--- src/rtl/core/sia_pkg.sv ---
`default_nettype none
// ----------------------------------------------------------------------------
// sia_pkg: shared types for the session id allocator
// Request, result and internal command beats, status and state codes.
// ----------------------------------------------------------------------------
package sia_pkg;

    localparam int SID_W = 10;
    localparam int W32   = 32;

    typedef enum logic [1:0] {
        K_OPEN    = 2'd0,
        K_CLAIM   = 2'd1,
        K_RELEASE = 2'd2,
        K_UNKNOWN = 2'd3
    } t_kind;

    typedef enum logic [2:0] {
        STS_OK         = 3'd0,
        STS_MISMATCH   = 3'd1,
        STS_NO_FREE    = 3'd2,
        STS_BAD_ID     = 3'd3,
        STS_NOT_IN_USE = 3'd4
    } t_status;

    typedef enum logic [1:0] {
        OP_OPEN    = 2'd0,
        OP_CLAIM   = 2'd1,
        OP_RELEASE = 2'd2,
        OP_BAD     = 2'd3
    } t_op;

    typedef enum logic [1:0] {
        S_CLEAR = 2'd0,
        S_IDLE  = 2'd1,
        S_EXEC  = 2'd2
    } t_bstate;

    typedef struct packed {
        t_kind              kind;
        logic [SID_W-1:0]   sid;
        logic [W32-1:0]     magic;
        logic [W32-1:0]     data_handle;
        logic [W32-1:0]     reply_handle;
        logic [W32-1:0]     now_seconds;
    } t_req;

    typedef struct packed {
        t_status            status;
        logic [SID_W-1:0]   out_sid;
        logic [W32-1:0]     out_data;
        logic [W32-1:0]     out_reply;
        logic [W32-1:0]     out_start;
    } t_res;

    typedef struct packed {
        t_op                op;
        logic [SID_W-1:0]   sid;
        logic [W32-1:0]     magic;
        logic [W32-1:0]     data;
        logic [W32-1:0]     reply;
        logic [W32-1:0]     start;
    } t_cmd;

    // session table payload beside the magic tag
    typedef struct packed {
        logic [W32-1:0]     data;
        logic [W32-1:0]     reply;
        logic [W32-1:0]     start;
    } t_entry;

    // back end status toward the front end
    typedef struct packed {
        logic               take;
        logic               clearing;
    } t_bk_stat;

endpackage
`default_nettype wire

--- src/rtl/core/sia_q.sv ---
`default_nettype none
// ----------------------------------------------------------------------------
// sia_q: two-entry queue
// Small register queue that decouples a producer from a consumer.
// ----------------------------------------------------------------------------
module sia_q #(
    parameter int W = 8
) (
    input  wire logic         i_clk,
    input  wire logic         i_rst_n,
    input  wire logic         i_wr,
    input  wire logic [W-1:0] i_wdata,
    input  wire logic         i_rd,
    output logic              o_empty,
    output logic              o_full,
    output logic [W-1:0]      o_rdata
);

    logic [W-1:0] r_mem [2];
    logic         r_wp;
    logic         r_rp;
    logic [1:0]   r_cnt;
    logic         wr_en;
    logic         rd_en;

    assign o_empty = (r_cnt == 2'd0);
    assign o_full  = (r_cnt == 2'd2);
    assign wr_en   = i_wr && !o_full;
    assign rd_en   = i_rd && !o_empty;
    assign o_rdata = r_mem[r_rp];

    always_ff @(posedge i_clk) begin
        if (!i_rst_n) begin
            r_wp  <= 1'b0;
            r_rp  <= 1'b0;
            r_cnt <= 2'd0;
        end else begin
            if (wr_en) begin
                r_wp <= ~r_wp;
            end
            if (rd_en) begin
                r_rp <= ~r_rp;
            end
            case ({wr_en, rd_en})
                2'b10:   r_cnt <= r_cnt + 2'd1;
                2'b01:   r_cnt <= r_cnt - 2'd1;
                default: r_cnt <= r_cnt;
            endcase
        end
    end

    always_ff @(posedge i_clk) begin
        if (wr_en) begin
            r_mem[r_wp] <= i_wdata;
        end
    end

endmodule
`default_nettype wire

--- src/rtl/core/sia_front.sv ---
`default_nettype none
// ----------------------------------------------------------------------------
// sia_front: request intake and classification
// Accept request beats, range-check the id, queue commands for the back end.
// ----------------------------------------------------------------------------
module sia_front
    import sia_pkg::*;
#(
    parameter int TABLE_SIZE = 1024
) (
    input  wire logic     i_clk,
    input  wire logic     i_rst_n,
    input  wire logic     i_push,
    input  wire t_req     i_req,
    output logic          o_full,
    input  wire t_bk_stat i_bk,
    output logic          o_cmd_vld,
    output t_cmd          o_cmd
);

    localparam int CMD_W = $bits(t_cmd);

    t_cmd             cmd;
    logic             sid_ok;
    logic             q_full;
    logic             q_empty;
    logic [CMD_W-1:0] q_rdata;

    assign sid_ok = (32'(i_req.sid) < 32'(TABLE_SIZE));

    always_comb begin
        cmd.sid   = i_req.sid;
        cmd.magic = i_req.magic;
        cmd.data  = i_req.data_handle;
        cmd.reply = i_req.reply_handle;
        cmd.start = i_req.now_seconds;
        unique case (i_req.kind)
            K_OPEN:    cmd.op = OP_OPEN;
            K_CLAIM:   cmd.op = sid_ok ? OP_CLAIM : OP_BAD;
            K_RELEASE: cmd.op = sid_ok ? OP_RELEASE : OP_BAD;
            K_UNKNOWN: cmd.op = OP_BAD;
        endcase
    end

    // hold intake while the back end sweeps the table
    assign o_full = q_full || i_bk.clearing;

    sia_q #(
        .W (CMD_W)
    ) u_cmd_q (
        .i_clk   (i_clk),
        .i_rst_n (i_rst_n),
        .i_wr    (i_push && !o_full),
        .i_wdata (cmd),
        .i_rd    (i_bk.take),
        .o_empty (q_empty),
        .o_full  (q_full),
        .o_rdata (q_rdata)
    );

    assign o_cmd_vld = !q_empty;
    assign o_cmd     = t_cmd'(q_rdata);

endmodule
`default_nettype wire

--- config.mk ---
export PLATFORM = sky130hd
export DESIGN_NAME = sia_front
export DESIGN_NICKNAME = d
export VERILOG_FILES = /design/src/rtl/core/sia_pkg.sv /design/src/rtl/core/sia_q.sv /design/src/rtl/core/sia_front.sv
export SDC_FILE = /design/constraint.sdc
export NUM_CORES = 1
export LEC_CHECK = 0
export CAP_MARGIN = 5
export CORE_AREA = 4 4 173 125
export CTS_BUF_LIST = sky130_fd_sc_hd__clkbuf_2 sky130_fd_sc_hd__clkbuf_4 sky130_fd_sc_hd__clkbuf_8
export CTS_CLUSTER_DIAMETER = 200
export DETAILED_ROUTE_END_ITERATION = 7
export DIE_AREA = 0 0 177 129
export DONT_BUFFER_PORTS = 1
export PLACE_DENSITY = 0.76
export SLEW_MARGIN = 20
export SYNTH_ARGS = -nofsm -noshare
export SYNTH_HDL_FRONTEND = slang
export SYNTH_SLANG_ARGS = --single-unit
--- constraint.sdc ---
create_clock -name i_clk -period 8.3 [get_ports i_clk]
set_clock_uncertainty 0.05 [all_clocks]
set_input_delay 0.83 -clock i_clk [delete_from_list [all_inputs] [get_ports i_clk]]
set_output_delay 0.83 -clock i_clk [all_outputs]
set_load 0.02 [all_outputs]
Word-level counts from Yosys, hierarchy flattened
Memory sizes are Yosys's and may differ from the RTL's. A register that Yosys moved wholly into a read port is not among the register bits.
Cells that the tools add are included.

storage, ports and cells
  logic and storage cells = 30
  flip-flop bits (word level) = 4
  bits of input ports = 145
  output and inout bits = 142
  bits in writable memories = 280
  memories kept = 1

memory list
  name           words  width  read ports  clocked after memory_dff  wr ports  RTL line     source
  u_cmd_q.r_mem  2      140    1           1                         1         sia_q.sv:19  logic [W-1:0] r_mem [2];

operators by class
  reductions and logical operators = 10
  multiplexer cells = 6
  add/subtract/negate cells = 2
  eq/ne operators = 6
  bitwise gates (word level) = 2

operator list
  cell                 count
  $eq 2x2->1 const B   4
  $pmux 2 s4           1
  $eq 2x1->1 const B   2
  $logic_not 2->1      2
  $mux 1               4
  $pmux 2 s2           1
  $logic_and 1x1->1    3
  $logic_not 1->1      3
  $add 2x1->2 const B  1
  $not 1->1            2
  $reduce_bool 2->1    1
  $sub 2x1->2 const B  1
  $logic_or 1x1->1     1

Depth between registers and ports, before layout
  word-level depth = 7
  mapped depth = 6
  mapped depth without buffers = 6

By module
From an unflattened synthesis, not the netlist that was laid out.

second synthesis, totals
  cell total of the unflattened synthesis = 467
  area total of the unflattened synthesis = 10390.0 um2

modules (own cells, without submodules)
  module     seq. area each (um2)  instances  area each (um2)  cells each
  sia_q      8508.2                1          10364.9          462
  sia_front  0.0                   1          25.0             5

Worst setup path after synthesis
OpenSTA, ideal clock, no wires.

  path type = input port to flip-flop
  start point = input port i_bk[0] (netlist name)
  end point = memory u_cmd_q.r_mem[0][0] (netlist name) (enable)
  cell stages on the path = 2
  setup time = 0.642 ns
  arrival time = 6.892 ns
  slack = 0.717 ns
  buffers on the path = 0
  data required time = 7.608 ns
  path through = nand3b_1 -> nor2_1

between the ends
  longest elaborated chain between the ends = 6

RTL lines
  element                       RTL line         source
  from (decl)                   sia_front.sv:16  input wire t_bk_stat i_bk,
  $logic_or 1x1->1              sia_front.sv:46  assign o_full = q_full || i_bk.clearing;
  $logic_not 1->1               sia_front.sv:53  .i_wr (i_push && !o_full),
  $logic_and 1x1->1             sia_front.sv:53
  $logic_and 1x1->1             sia_q.sv:28      assign wr_en = i_wr && !o_full;
  $mux 1                        sia_q.sv:53      if (wr_en) begin
  $mux 1 (implied by the code)  sia_q.sv:54      r_mem[r_wp] <= i_wdata;
  to (decl)                     sia_q.sv:19

No other way between the ends.

==> impl_results.md <==
- Clock transition at path regs: 0.06 ns
- Pre-antenna DRT Iters: 5
- Nets@finish: 640
- Number of antenna violations at the first check in global routing: 0
- Worst rel slew slack: 34.9%
- CP arrival: 2.92 ns
- Post-synthesis sequential element count: 285
- Final hold viol count: 0
- Data required time of the worst path: 7.42 ns
- Period Utilization, post-route: 45.8%
- Global-route usage over all layers: 15.9%
- Clock insertion delay at the later pin of the skew report: 0.50 ns
- Worst Setup Start Kind: flip-flop
- Status: finished, final reports clean
- Area of the die: 22800 µm²
- Number of design rule violations left after detail routing: 0
- Leading post-synthesis cells by cell area: sky130_fd_sc_hd__edfxtp_1 (81%), sky130_fd_sc_hd__mux2_1 (11%), sky130_fd_sc_hd__mux2_2 (4.3%), sky130_fd_sc_hd__buf_6 (1.2%), sky130_fd_sc_hd__dfxtp_1 (0.96%)
- Number of vias per cell after detailed routing: 5.38
- Post-CTS setup buffers: 0
- Weighted congestion reported at the end of routability-driven placement: 0.756
- Proportion of netlist area held by the largest area contributor: 81.0%
- Leakage power figure: 0.00365 µW
- Number of clock sinks: 285
- Via count of the first global-routing pass: 4714
- Dominant cell type by area after synthesis: sky130_fd_sc_hd__edfxtp_1
- Antenna diodes: 0
- Max-capacitance violation count: 0
- Number of clock buffers inserted by TritonCTS: 41
- Fraction of final layout cells sized beyond drive strength 1: 21.2%
- Max incr delay on CP: 0.94 ns
- Areal power density over the cells: 303 nW/µm²
- Slew at the pin closest to its max-slew limit: 0.977 ns
- Synthesized area per cell: 22.4 µm²
- Floorplan core area: 19700 µm²
- Element type at the critical path end: output port
- Count of filler cells inserted in the layout: 1434
- Remaining antenna violation count: 0
- Signed area change from the synthesized netlist to the final layout: 10.1%
- Cell area after synthesis: 10400 µm²
- Synthesized net count: 610
- Hpwl dp: 12.8 mm
- Maximum number of pins on one net before global-route repair: 87
- Gr ovfl total: 0
- CP bufs+invs: 1
- Critical path class: reg -> out
- CTS root buf: sky130_fd_sc_hd__clkbuf_8
- Count of cell types in the netlist: 22
- Hold Slack: 0.358 ns
- Hold buffer count at cts: 0
- Count of standard-cell rows: 43
- Reg area: 8510 µm²
- Starting density of the core: 52.6%
- Number of I/O pins: 287
- Count of input and output buffers: 0
- Number of buffers between clock root and the deepest sink: 3
- DR vias: 4265
- # setup viols final: 0
- Detailed Route WL: 19.0 mm
- Cells after synthesis: 464
- Die boundary width: 177 µm
- Critical Path, Cell by Cell: buf_4 -> mux2_2
- Maximum fanout along the worst path: 71
- Yosys warning total: 0
- Crit-path leading delay family: flip-flops
- Number of H-tree branching levels: 2
- Clock tree from TritonCTS: done
- Sequential area share after synthesis: 82.0%
- Maximum vdd drop: 0.167 mV
- CTS resizes: 0
- Average routed wire per standard cell: 24.0 µm
- Finished Layout Cells: 793
- Number of design-rule violations left by the first detailed-router iteration: 218
- TNS Setup: 0 ns
- Final count of pins violating max slew: 0
- Placed Instances: 721
- Wire length of the first global-routing pass: 27.7 mm
- Die span in y: 129 µm
- Shortest period the worst path allows: 3.80 ns
- F_max: 0.263 GHz
- RSZ-0062 raised after global routing: false
- Critical Path Slowest Stage Cell: sky130_fd_sc_hd__dfxtp_4
- Total area of multi-input combinational cells: 1730 µm²
- Worst Hold Class: in -> reg
cell type report:
cell class / instances / share of cell area (%)
clock buffers: 53 / 5.84
clock inverters: 19 / 1.19
inverters: 1 / 0.0329
multi-input cells: 160 / 15.1
flip-flops and latches: 285 / 74.5
well taps: 270 / 2.96
repair buffers: 5 / 0.361
final timing paths:
path,start,end,slack [ns],cells past startpoint
max,flip-flop,o_cmd[21],4.50,2
min,i_req[68],u_cmd_q.r_mem[0][68],0.36,0
max reg2reg,u_cmd_q.r_cnt[0],u_cmd_q.r_mem[0][95],5.58,4
min reg2reg,u_cmd_q.r_wp,u_cmd_q.r_wp,0.46,2
cells by family (layout without fill, tap and decap cells):
group | Yosys count | count (layout) | synth area share (%)
xor+xnor | 3 | 3 | 0.253
compound gates | 3 | 3 | 0.205
flops | 285 | 285 | 82.0
mux | 141 | 141 | 15.3
fa+ha+maj | 1 | 1 | 0.121
buf+inv | 19 | 78 | 1.54
simple gates | 12 | 12 | 0.639
report_power, final:
group	internal [µW]	total, µW	switching (µW)
Combinational	194	633	439
Sequential	1690	1770	73.8
Clock	587	1060	478
registers in the layout (all words and copies together), names as in the netlist, named ones only:
signal / cells
u_cmd_q.r_cnt: 2
u_cmd_q.r_rp: 1
u_cmd_q.r_wp: 1
u_cmd_q.r_mem: 280
per-stage QoR:
stage,cell area [µm²],power (µW),setup WS (ns),util [%]
6_report,11400,3470,4.50,57.9
3_3_place_gp,10600,2420,5.09,53.8
5_1_grt,11400,3620,4.30,57.9
3_5_place_dp,10600,2440,5.03,53.8
4_1_cts,11400,3510,4.45,57.8
2_1_floorplan,10400,2390,0.717,-
Yosys cell counts:
master                     instances
sky130_fd_sc_hd__edfxtp_1        280
sky130_fd_sc_hd__mux2_1          100
sky130_fd_sc_hd__mux2_2           40
sky130_fd_sc_hd__buf_6            11
sky130_fd_sc_hd__buf_2             5
sky130_fd_sc_hd__dfxtp_1           5
sky130_fd_sc_hd__xnor2_1           3
sky130_fd_sc_hd__clkbuf_1          2
sky130_fd_sc_hd__nand2_1           2
sky130_fd_sc_hd__nand2b_1          2
sky130_fd_sc_hd__nor2_1            2
sky130_fd_sc_hd__nor2b_1           2
sky130_fd_sc_hd__a21boi_1          1
sky130_fd_sc_hd__and2_1            1
sky130_fd_sc_hd__ha_1              1
sky130_fd_sc_hd__inv_1             1
sky130_fd_sc_hd__mux2i_1           1
sky130_fd_sc_hd__nand3b_1          1
sky130_fd_sc_hd__o21a_2            1
sky130_fd_sc_hd__o21ai_0           1
sky130_fd_sc_hd__or2_2             1
sky130_fd_sc_hd__or3_1             1
metal layers:
layer	share of wire [%]	up-vias	global-route usage [%]
li1	-	1896	-
met1	36	2096	17.6
met2	47	241	25.8
met3	16	32	9.87
met4	1.8	0	4.82
met5	0	-	0
cell usage in the layout (no fill, tap or decap), types with 2 or more instances in the layout:
master,synthesis,final
sky130_fd_sc_hd__clkbuf_4,0,10
sky130_fd_sc_hd__nor2b_1,2,2
sky130_fd_sc_hd__xnor2_1,3,3
sky130_fd_sc_hd__nand2b_1,2,2
sky130_fd_sc_hd__nor2_4,0,2
sky130_fd_sc_hd__dfxtp_1,5,4
sky130_fd_sc_hd__mux2_1,100,100
sky130_fd_sc_hd__edfxtp_1,280,280
sky130_fd_sc_hd__mux2_2,40,40
sky130_fd_sc_hd__buf_4,0,4
sky130_fd_sc_hd__clkinvlp_4,0,2
sky130_fd_sc_hd__clkinv_1,0,11
sky130_fd_sc_hd__clkinv_2,0,4
sky130_fd_sc_hd__clkbuf_8,0,43
sky130_fd_sc_hd__bufinv_16,0,2
sky130_fd_sc_hd__nand2_1,2,2
Power figures use the tool's default switching activity.
